===== src/hdl/period_sorted_priority_table_assert.svh =====
// ----------------------------------------------------------------------------
// Assertion macros for the period sorted priority table
// Immediate-implication and next-cycle-implication property wrappers.
// ----------------------------------------------------------------------------
`ifndef PERIOD_SORTED_PRIORITY_TABLE_ASSERT_SVH
`define PERIOD_SORTED_PRIORITY_TABLE_ASSERT_SVH

// antecedent implies consequent in the same cycle
`define PSP_ASSERT_IMPL(lbl, ante, cons, msg) \
	lbl: assert property (@(posedge clk) disable iff (!arst_n) (ante) |-> (cons)) \
		else $error(msg);

// antecedent implies consequent in the next cycle
`define PSP_ASSERT_NEXT(lbl, ante, cons, msg) \
	lbl: assert property (@(posedge clk) disable iff (!arst_n) (ante) |=> (cons)) \
		else $error(msg);

`endif


===== src/hdl/psptab_pkg.sv =====
// ----------------------------------------------------------------------------
// psptab_pkg
// Widths, codes, table entry type and controller/datapath interface structs.
// ----------------------------------------------------------------------------
package psptab_pkg;

	localparam int TABLE_DEPTH = 32;
	localparam int AW          = $clog2(TABLE_DEPTH);
	localparam int CW          = $clog2(TABLE_DEPTH + 1);

	localparam int ID_W   = 22;
	localparam int SEC_W  = 32;
	localparam int NSEC_W = 30;
	localparam int PER_W  = SEC_W + NSEC_W;
	localparam int PRIO_W = 7;
	localparam int STAT_W = 2;

	localparam logic [PRIO_W-1:0] TOP_PRIO_RST = 7'd80;

	localparam logic MODE_INSERT = 1'b0;
	localparam logic MODE_REMOVE = 1'b1;

	typedef enum logic [STAT_W-1:0] {
		ST_LISTED    = 2'd0,
		ST_EMPTY     = 2'd1,
		ST_NOT_FOUND = 2'd2,
		ST_FULL      = 2'd3
	} status_t;

	// one table entry: id plus period (sec above nsec)
	typedef struct packed {
		logic [ID_W-1:0]  id;
		logic [PER_W-1:0] per;
	} entry_t;

	// controller to datapath
	typedef struct packed {
		logic    capture;
		logic    idx_last;
		logic    idx_clr;
		logic    idx_inc;
		logic    idx_dec;
		logic    pos_next;
		logic    pos_clr;
		logic    wr_up;
		logic    wr_dn;
		logic    wr_new;
		logic    cnt_inc;
		logic    cnt_dec;
		logic    found_set;
		logic    emit_entry;
		logic    emit_single;
		status_t code;
	} dp_cmd_t;

	// datapath to controller
	typedef struct packed {
		logic is_remove;
		logic count_zero;
		logic count_full;
		logic idx_zero;
		logic idx_end;
		logic per_less;
		logic hit;
		logic found;
		logic out_free;
	} dp_sts_t;

endpackage


===== src/hdl/psptab_if.sv =====
// ----------------------------------------------------------------------------
// psptab request and result channels
// Valid/ready channels carrying one operation item and one result item.
// ----------------------------------------------------------------------------
interface psptab_req_if import psptab_pkg::*; ();
	logic              valid;
	logic              ready;
	logic              mode;
	logic [ID_W-1:0]   task_id;
	logic [SEC_W-1:0]  period_sec;
	logic [NSEC_W-1:0] period_nsec;

	modport source (output valid, mode, task_id, period_sec, period_nsec, input ready);
	modport sink   (input valid, mode, task_id, period_sec, period_nsec, output ready);
endinterface

interface psptab_rsp_if import psptab_pkg::*; ();
	logic              valid;
	logic              ready;
	logic [STAT_W-1:0] status;
	logic [ID_W-1:0]   entry_id;
	logic [PRIO_W-1:0] priority_res;
	logic              last;

	modport source (output valid, status, entry_id, priority_res, last, input ready);
	modport sink   (input valid, status, entry_id, priority_res, last, output ready);
endinterface


===== src/hdl/psptab_ctrl.sv =====
// ----------------------------------------------------------------------------
// psptab_ctrl
// Sequencer for insert scan, remove scan, listing and error results.
// ----------------------------------------------------------------------------
module psptab_ctrl import psptab_pkg::*; (
	input  logic    clk,
	input  logic    arst_n,
	input  logic    start,
	output logic    idle,
	input  dp_sts_t sts,
	output dp_cmd_t cmd
);

	typedef enum logic [3:0] {
		S_IDLE,
		S_DISPATCH,
		S_INS_RD,
		S_INS_EV,
		S_INS_WR,
		S_REM_RD,
		S_REM_EV,
		S_LST_START,
		S_LST_RD,
		S_LST_EV,
		S_ERR
	} state_t;

	state_t  state_q, state_d;
	status_t err_q, err_d;

	assign idle = (state_q == S_IDLE);

	// next state and commands
	always_comb begin
		cmd     = '0;
		state_d = state_q;
		err_d   = err_q;
		case (state_q)
			S_IDLE: begin
				if (start) begin
					cmd.capture = 1'b1;
					state_d     = S_DISPATCH;
				end
			end
			S_DISPATCH: begin
				if (sts.is_remove) begin
					if (sts.count_zero) begin
						err_d   = ST_EMPTY;
						state_d = S_ERR;
					end else begin
						cmd.idx_clr = 1'b1;
						state_d     = S_REM_RD;
					end
				end else if (sts.count_full) begin
					err_d   = ST_FULL;
					state_d = S_ERR;
				end else if (sts.count_zero) begin
					cmd.pos_clr = 1'b1;
					state_d     = S_INS_WR;
				end else begin
					// scan from the tail, shifting longer periods down
					cmd.idx_last = 1'b1;
					state_d      = S_INS_RD;
				end
			end
			S_INS_RD: state_d = S_INS_EV;
			S_INS_EV: begin
				if (sts.per_less) begin
					cmd.wr_up = 1'b1;
					if (sts.idx_zero) begin
						cmd.pos_clr = 1'b1;
						state_d     = S_INS_WR;
					end else begin
						cmd.idx_dec = 1'b1;
						state_d     = S_INS_RD;
					end
				end else begin
					cmd.pos_next = 1'b1;
					state_d      = S_INS_WR;
				end
			end
			S_INS_WR: begin
				cmd.wr_new  = 1'b1;
				cmd.cnt_inc = 1'b1;
				state_d     = S_LST_START;
			end
			S_REM_RD: state_d = S_REM_EV;
			S_REM_EV: begin
				// after the match every entry moves up by one
				if (sts.found) begin
					cmd.wr_dn = 1'b1;
				end else if (sts.hit) begin
					cmd.found_set = 1'b1;
				end
				if (sts.idx_end) begin
					if (sts.hit) begin
						cmd.cnt_dec = 1'b1;
						state_d     = S_LST_START;
					end else begin
						err_d   = ST_NOT_FOUND;
						state_d = S_ERR;
					end
				end else begin
					cmd.idx_inc = 1'b1;
					state_d     = S_REM_RD;
				end
			end
			S_LST_START: begin
				if (sts.count_zero) begin
					err_d   = ST_EMPTY;
					state_d = S_ERR;
				end else begin
					cmd.idx_clr = 1'b1;
					state_d     = S_LST_RD;
				end
			end
			S_LST_RD: state_d = S_LST_EV;
			S_LST_EV: begin
				if (sts.out_free) begin
					cmd.emit_entry = 1'b1;
					if (sts.idx_end) begin
						state_d = S_IDLE;
					end else begin
						cmd.idx_inc = 1'b1;
						state_d     = S_LST_RD;
					end
				end
			end
			S_ERR: begin
				cmd.code = err_q;
				if (sts.out_free) begin
					cmd.emit_single = 1'b1;
					state_d         = S_IDLE;
				end
			end
			default: state_d = S_IDLE;
		endcase
	end

	// state and held error code
	always_ff @(posedge clk or negedge arst_n) begin
		if (!arst_n) begin
			state_q <= S_IDLE;
			err_q   <= ST_EMPTY;
		end else begin
			state_q <= state_d;
			err_q   <= err_d;
		end
	end

endmodule


===== src/hdl/psptab_dp.sv =====
// ----------------------------------------------------------------------------
// psptab_dp
// Table memory, entry count, scan index, priority tracking and result register.
// ----------------------------------------------------------------------------
module psptab_dp import psptab_pkg::*; (
	input  logic              clk,
	input  logic              arst_n,
	input  dp_cmd_t           cmd,
	output dp_sts_t           sts,
	input  logic              in_mode,
	input  logic [ID_W-1:0]   in_id,
	input  logic [SEC_W-1:0]  in_sec,
	input  logic [NSEC_W-1:0] in_nsec,
	input  logic              cfg_we,
	input  logic [PRIO_W-1:0] cfg_wdata,
	input  logic              out_ready,
	output logic              out_valid,
	output logic [STAT_W-1:0] out_status,
	output logic [ID_W-1:0]   out_id,
	output logic [PRIO_W-1:0] out_prio,
	output logic              out_last
);

	entry_t            mem_q [TABLE_DEPTH];
	entry_t            rd_q;
	logic [CW-1:0]     count_q;
	logic [AW-1:0]     idx_q;
	logic [AW-1:0]     pos_q;
	logic              mode_q;
	logic [ID_W-1:0]   id_q;
	logic [PER_W-1:0]  per_q;
	logic              found_q;
	logic [PRIO_W-1:0] top_q;
	logic [PRIO_W-1:0] prio_q;
	logic [PER_W-1:0]  prev_q;
	logic              out_valid_q;
	logic [STAT_W-1:0] out_status_q;
	logic [ID_W-1:0]   out_id_q;
	logic [PRIO_W-1:0] out_prio_q;
	logic              out_last_q;

	logic              wr_en;
	logic [AW-1:0]     wr_addr;
	entry_t            wr_data;
	logic [PRIO_W-1:0] prio_next;

	// status back to the controller
	always_comb begin
		sts.is_remove  = (mode_q == MODE_REMOVE);
		sts.count_zero = (count_q == '0);
		sts.count_full = (count_q == CW'(TABLE_DEPTH));
		sts.idx_zero   = (idx_q == '0);
		sts.idx_end    = (CW'(idx_q) == (count_q - CW'(1)));
		sts.per_less   = (per_q < rd_q.per);
		sts.hit        = found_q | (rd_q.id == id_q);
		sts.found      = found_q;
		sts.out_free   = !out_valid_q || out_ready;
	end

	// write port select: shift down, shift up or new entry
	always_comb begin
		wr_en   = cmd.wr_up | cmd.wr_dn | cmd.wr_new;
		wr_addr = pos_q;
		wr_data = '{id: id_q, per: per_q};
		if (cmd.wr_up) begin
			wr_addr = idx_q + AW'(1);
			wr_data = rd_q;
		end else if (cmd.wr_dn) begin
			wr_addr = idx_q - AW'(1);
			wr_data = rd_q;
		end
	end

	// rate-monotonic priority of the entry being listed
	always_comb begin
		if (idx_q == '0) begin
			prio_next = top_q;
		end else if ((prev_q < rd_q.per) && (prio_q > PRIO_W'(1))) begin
			prio_next = prio_q - PRIO_W'(1);
		end else begin
			prio_next = prio_q;
		end
	end

	// table memory, registered read at the scan index
	always_ff @(posedge clk) begin
		if (wr_en) begin
			mem_q[wr_addr] <= wr_data;
		end
		rd_q <= mem_q[idx_q];
	end

	// control registers
	always_ff @(posedge clk or negedge arst_n) begin
		if (!arst_n) begin
			count_q     <= '0;
			top_q       <= TOP_PRIO_RST;
			found_q     <= 1'b0;
			out_valid_q <= 1'b0;
		end else begin
			if (cfg_we) begin
				top_q <= cfg_wdata;
			end
			if (cmd.cnt_inc) begin
				count_q <= count_q + CW'(1);
			end else if (cmd.cnt_dec) begin
				count_q <= count_q - CW'(1);
			end
			if (cmd.capture) begin
				found_q <= 1'b0;
			end else if (cmd.found_set) begin
				found_q <= 1'b1;
			end
			if (cmd.emit_entry || cmd.emit_single) begin
				out_valid_q <= 1'b1;
			end else if (out_ready) begin
				out_valid_q <= 1'b0;
			end
		end
	end

	// operand, index and result payload
	always_ff @(posedge clk) begin
		if (cmd.capture) begin
			mode_q <= in_mode;
			id_q   <= in_id;
			per_q  <= {in_sec, in_nsec};
		end
		if (cmd.idx_last) begin
			idx_q <= AW'(count_q - CW'(1));
		end else if (cmd.idx_clr) begin
			idx_q <= '0;
		end else if (cmd.idx_inc) begin
			idx_q <= idx_q + AW'(1);
		end else if (cmd.idx_dec) begin
			idx_q <= idx_q - AW'(1);
		end
		if (cmd.pos_clr) begin
			pos_q <= '0;
		end else if (cmd.pos_next) begin
			pos_q <= idx_q + AW'(1);
		end
		if (cmd.emit_entry) begin
			prio_q       <= prio_next;
			prev_q       <= rd_q.per;
			out_status_q <= ST_LISTED;
			out_id_q     <= rd_q.id;
			out_prio_q   <= prio_next;
			out_last_q   <= sts.idx_end;
		end else if (cmd.emit_single) begin
			out_status_q <= cmd.code;
			out_id_q     <= '0;
			out_prio_q   <= '0;
			out_last_q   <= 1'b1;
		end
	end

	assign out_valid  = out_valid_q;
	assign out_status = out_status_q;
	assign out_id     = out_id_q;
	assign out_prio   = out_prio_q;
	assign out_last   = out_last_q;

endmodule


===== src/hdl/period_sorted_priority_table.sv =====
// ----------------------------------------------------------------------------
// period_sorted_priority_table
// Period-sorted task table with rate-monotonic priority listing.
// ----------------------------------------------------------------------------
//  channel  dir  handshake          payload
//  req      in   valid/ready        mode, task_id, period_sec, period_nsec
//  rsp      out  valid/ready        status, entry_id, priority_res, last
//  cfg      in   cfg_we (no ready)  cfg_wdata = top_priority
//
//  One operation at a time. The table memory has a registered read, so every
//  entry visit takes a read state and an evaluate state: an insert visits the
//  entries from the tail down to its slot, while a remove and the listing
//  each visit every entry.
//  Reset clears the entry count and loads top_priority with 80; no clearing pass.
//  A stalled rsp holds the listing; req is taken again once the last item of
//  an operation sits in the result register.
// ----------------------------------------------------------------------------
`include "period_sorted_priority_table_assert.svh"

module period_sorted_priority_table import psptab_pkg::*; (
	input  logic              clk,
	input  logic              arst_n,
	psptab_req_if.sink        req,
	psptab_rsp_if.source      rsp,
	input  logic              cfg_we,
	input  logic [PRIO_W-1:0] cfg_wdata
);

	dp_cmd_t cmd;
	dp_sts_t sts;
	logic    idle;
	logic    start;

	assign req.ready = idle;
	assign start     = req.valid && idle;

	// sequencer
	psptab_ctrl u_ctrl (
		.clk    (clk),
		.arst_n (arst_n),
		.start  (start),
		.idle   (idle),
		.sts    (sts),
		.cmd    (cmd)
	);

	// table and result register
	psptab_dp u_dp (
		.clk        (clk),
		.arst_n     (arst_n),
		.cmd        (cmd),
		.sts        (sts),
		.in_mode    (req.mode),
		.in_id      (req.task_id),
		.in_sec     (req.period_sec),
		.in_nsec    (req.period_nsec),
		.cfg_we     (cfg_we),
		.cfg_wdata  (cfg_wdata),
		.out_ready  (rsp.ready),
		.out_valid  (rsp.valid),
		.out_status (rsp.status),
		.out_id     (rsp.entry_id),
		.out_prio   (rsp.priority_res),
		.out_last   (rsp.last)
	);

	// checks
	`PSP_ASSERT_NEXT(a_busy_after_accept, req.valid && req.ready, !req.ready, "took item while busy")
	`PSP_ASSERT_IMPL(a_error_single, rsp.valid && (rsp.status != ST_LISTED), rsp.last && (rsp.entry_id == '0) && (rsp.priority_res == '0), "error result malformed")
	`PSP_ASSERT_IMPL(a_no_overfill, cmd.cnt_inc, !sts.count_full, "insert into full table")

endmodule


===== src/flat_wrapper.sv =====
// flat-port wrapper written by rule: the top's interface ports become plain ports
module period_sorted_priority_table_flat import psptab_pkg::*;
  (clk, arst_n, cfg_we, cfg_wdata, req_valid, req_mode, req_task_id, req_period_sec, req_period_nsec, req_ready, rsp_valid, rsp_status, rsp_entry_id, rsp_priority_res, rsp_last, rsp_ready);
  psptab_req_if req_i ();
  psptab_rsp_if rsp_i ();
  input  logic clk;
  input  logic arst_n;
  input  logic cfg_we;
  input  logic [PRIO_W-1:0] cfg_wdata;
  input wire logic [$bits(req_i.valid)-1:0] req_valid;
  input wire logic [$bits(req_i.mode)-1:0] req_mode;
  input wire logic [$bits(req_i.task_id)-1:0] req_task_id;
  input wire logic [$bits(req_i.period_sec)-1:0] req_period_sec;
  input wire logic [$bits(req_i.period_nsec)-1:0] req_period_nsec;
  output wire logic [$bits(req_i.ready)-1:0] req_ready;
  output wire logic [$bits(rsp_i.valid)-1:0] rsp_valid;
  output wire logic [$bits(rsp_i.status)-1:0] rsp_status;
  output wire logic [$bits(rsp_i.entry_id)-1:0] rsp_entry_id;
  output wire logic [$bits(rsp_i.priority_res)-1:0] rsp_priority_res;
  output wire logic [$bits(rsp_i.last)-1:0] rsp_last;
  input wire logic [$bits(rsp_i.ready)-1:0] rsp_ready;
  assign req_i.valid = req_valid;
  assign req_i.mode = req_mode;
  assign req_i.task_id = req_task_id;
  assign req_i.period_sec = req_period_sec;
  assign req_i.period_nsec = req_period_nsec;
  assign req_ready = req_i.ready;
  assign rsp_valid = rsp_i.valid;
  assign rsp_status = rsp_i.status;
  assign rsp_entry_id = rsp_i.entry_id;
  assign rsp_priority_res = rsp_i.priority_res;
  assign rsp_last = rsp_i.last;
  assign rsp_i.ready = rsp_ready;
  period_sorted_priority_table u_core (.clk(clk), .arst_n(arst_n), .req(req_i), .rsp(rsp_i), .cfg_we(cfg_we), .cfg_wdata(cfg_wdata));
endmodule

===== config.mk =====
export PLATFORM = sky130hd
export DESIGN_NAME = period_sorted_priority_table_flat
export DESIGN_NICKNAME = d
export VERILOG_FILES = /design/src/hdl/psptab_pkg.sv /design/src/hdl/psptab_if.sv /design/src/hdl/psptab_ctrl.sv /design/src/hdl/psptab_dp.sv /design/src/hdl/period_sorted_priority_table.sv /design/src/flat_wrapper.sv
export VERILOG_INCLUDE_DIRS = /design/src /design/src/hdl
export SDC_FILE = /design/constraint.sdc
export NUM_CORES = 2
export LEC_CHECK = 0
export BUFFER_PORTS_ARGS = -buffer_cell sky130_fd_sc_hd__buf_4
export CAP_MARGIN = 15
export CORE_MARGIN = 2
export CORE_UTILIZATION = 40
export DETAILED_ROUTE_END_ITERATION = 10
export GPL_ROUTABILITY_DRIVEN = 0
export PLACE_DENSITY_LB_ADDON = 0.25
export SETUP_SLACK_MARGIN = 0.15
export SLEW_MARGIN = 20
export SYNTH_ARGS = -nofsm -noshare
export SYNTH_HDL_FRONTEND = slang
export SYNTH_SLANG_ARGS = --single-unit

===== constraint.sdc =====
create_clock -name clk -period 18.3 [get_ports clk]
set_clock_uncertainty 0.2 [all_clocks]
set_input_delay 2.745 -clock clk [delete_from_list [all_inputs] [get_ports clk]]
set_output_delay 2.745 -clock clk [all_outputs]
set_load 0.05 [all_outputs]

==> qor.txt <==
GRT Util Overall: 0.205
Tmin final: 6.61 ns
Cts repair resizes: 0
Layout Cells excl Fill: 9364
Pwr Total: 0.0198 W
Worst-skew pair later-pin latency: 0.90 ns
Post-Syn Nets: 5205
Distinct cells, synth: 71
Crit path kind: flip-flop to flip-flop
IO Pins: 131
CTS Buffer Depth: 4
Area of the core: 288000 µm²
First-pass GRT wire length: 427000 µm
Post-CTS Setup Bufs: 0
Mean Syn Cell Area: 23.3 µm²
Hold buffers post-CTS: 0
Initial antenna violation count: 11
Critical path required time: 18.60 ns
Chip width: 542 µm
Leak: 41.8 nW
H-tree Lvls: 5
Setup TNS: 0 ns
CP Capture Type: flip-flop
Initial cell density of the core: 0.402
CTS Root Cell: clkbuf_16
Via Count: 54100
Pin count of the biggest net entering global routing: 146
Flops & latches, synth: 2989
DRT Wirelength: 303000 µm
Vias in the first global route: 55100
Seq/Total Area, Yosys: 0.766
Final antenna-violating net count: 0
Port Buffers: 130
Final setup fails: 0
Worst-Margin Slew: 1.18 ns
Nets: 5549
Arr. time, crit path: 6.90 ns
Slew Limit Fails: 0
DP HPWL: 171000 µm
Unrepaired setup endpoints after global routing: false
Cells after Synth: 4980
DR pass1 iterations: 6
Main synth FF type: edfxtp_1
DIE AREA: 294000 µm²
Slowest Stage Delay on Critical Path: 0.86 ns
Avg WL per Cell: 32.4 µm
Initial DRC count: 6120
Top fanout value on the critical path: 48
Core Rows: 197
Final core utilization: 0.458
Hold WC Path Type: flip-flop to flip-flop
Area of the mapped netlist: 116000 µm²
Slew HR: 0.214
Vias/cell: 5.78
Run status: finished clean
Fmax achieved: 151 MHz
Crit path cell chain: inv_1 > ha_1 > nand4_1 > nor3_2 > nand4_1 > a21oi_1 > a211o_4 > o31ai_1 > o21bai_4 > nor4_2 > buf_4 > buf_4
P&R area growth vs syn: 14.0%
Grt total ovfl: 0
Crit-path slowest cell: buf_4
Yosys warning count: 0
Hold slack: 0.249 ns
Final hold vios: 0
Clk sinks: 2989
Post-synth EDFFs: 2877
Tcrit/Tclk final: 0.361
CTS tree: built
Die height: 542 µm
Num CTS Buffers: 317
Ys async rst share: 0.00703
Clock-pin slew on the worst setup and hold paths: 0.06 ns
Layout cells sized above 1: 0.320
Placed insts: 8786
Max Cap Viol: 0
# DRC: 0
VDD IR max: 219 µV
Cell Pwr Density: 150 nW/µm²
Critical path launch point type: flip-flop
cell usage in the layout (no fill, tap or decap), types with 47 or more instances in the layout:
master     Yosys  routed
mux2_2       180     180
dfxtp_1       91      91
inv_1         79      79
clkbuf_16      0     322
clkinv_1       0      60
clkinv_2       0      47
edfxtp_1    2877    2877
mux4_2       840     840
clkbuf_1     155      72
a21oi_1       66      65
nor2_1        51      51
ha_1         128     128
nand2_1       61      61
buf_4          1     245
sequential cells by signal (all words and copies together) (netlist names), 7 cells and up:
name,count
u_core.u_dp.mem_q,2688
u_core.u_dp.out_prio,7
u_core.u_dp.id_q,22
u_core.u_dp.per_q,62
u_core.u_dp.top_q,7
u_core.u_dp.rd_q,84
u_core.u_dp.prev_q,62
u_core.u_dp.out_id,22
u_core.u_dp.prio_q,7
layer usage:
metal / global-route usage / vias up / wire, µm
li1: - / 21900 / -
met1: 0.300 / 29900 / 132000
met2: 0.327 / 1959 / 145000
met3: 0.0292 / 347 / 19800
met4: 0.0475 / 0 / 6180
met5: 0 / - / 0
final timing paths:
kind                                 startpoint                        to  slack, ns  depth (start not counted)
setup reg to reg           u_core.u_dp.rd_q[51]   u_core.u_dp.mem_q[7][1]      11.69                         12
min in group asynchronous                arst_n  u_core.u_ctrl.state_q[0]       1.60                          1
setup / recovery           u_core.u_dp.rd_q[51]   u_core.u_dp.mem_q[7][1]      11.69                         12
hold / removal             u_core.u_dp.rd_q[19]    u_core.u_dp.prev_q[19]       0.25                          0
hold reg to reg            u_core.u_dp.rd_q[19]    u_core.u_dp.prev_q[19]       0.25                          0
max in group asynchronous                arst_n      u_core.u_dp.top_q[6]      15.88                          1
stage by stage:
step	worst slack (ns)	area, µm²
2_1_floorplan	6.90	116000
5_1_grt	11.54	132000
4_1_cts	11.28	132000
3_3_place_gp	11.08	122000
6_report	11.69	132000
3_5_place_dp	11.31	122000
cell usage after synthesis (16+ instances only):
| master | instances | area [µm²] |
|---|---|---|
| a21oi_1 | 66 | 330 |
| and2_1 | 27 | 169 |
| buf_1 | 23 | 86.3 |
| buf_2 | 44 | 220 |
| clkbuf_1 | 155 | 582 |
| dfrtp_1 | 18 | 450 |
| dfxtp_1 | 91 | 1820 |
| edfxtp_1 | 2877 | 86400 |
| ha_1 | 128 | 1600 |
| inv_1 | 79 | 297 |
| mux2_2 | 180 | 2030 |
| mux4_2 | 840 | 18900 |
| nand2_1 | 61 | 229 |
| nand3_1 | 22 | 110 |
| nand4_1 | 26 | 163 |
| nor2_1 | 51 | 191 |
| nor3_1 | 36 | 180 |
| nor4_1 | 23 | 144 |
| o21ai_0 | 44 | 220 |
| xnor2_1 | 34 | 298 |
| xor2_1 | 16 | 140 |
cell families after synthesis:
group | Yosys count | share of synthesized area
compound gates | 182 | 0.0100
fa+ha+maj | 128 | 0.0138
buf+inv | 312 | 0.0113
xor+xnor | 51 | 0.00392
mux | 1030 | 0.182
flops | 2989 | 0.766
simple gates | 288 | 0.0128
power breakdown:
group          internal (W)  switching [W]
Clock               0.00368        0.00267
Combinational       0.00254        0.00299
Sequential          0.00778       0.000181
critical path: cells and delay by family (launching register included):
kind	cells	cell delay, ns
and+or+nand+nor	4	1.89
buffers and inverters	3	1.79
AOI/OAI and AO/OA	4	1.42
DFF	1	0.53
adders and majority gates	1	0.31
final cells by class:
type                    count  area (µm²)
inverters                  79         297
well taps                3781        4730
clock buffers             400        8410
multi-input cells        1679       26000
repair buffers            258        2050
fillers                 23600      156000
flip-flops and latches   2989       88700
diodes                      5        12.5
clock inverters           173        1830
No activity file was read; power rests on OpenSTA's default activity.
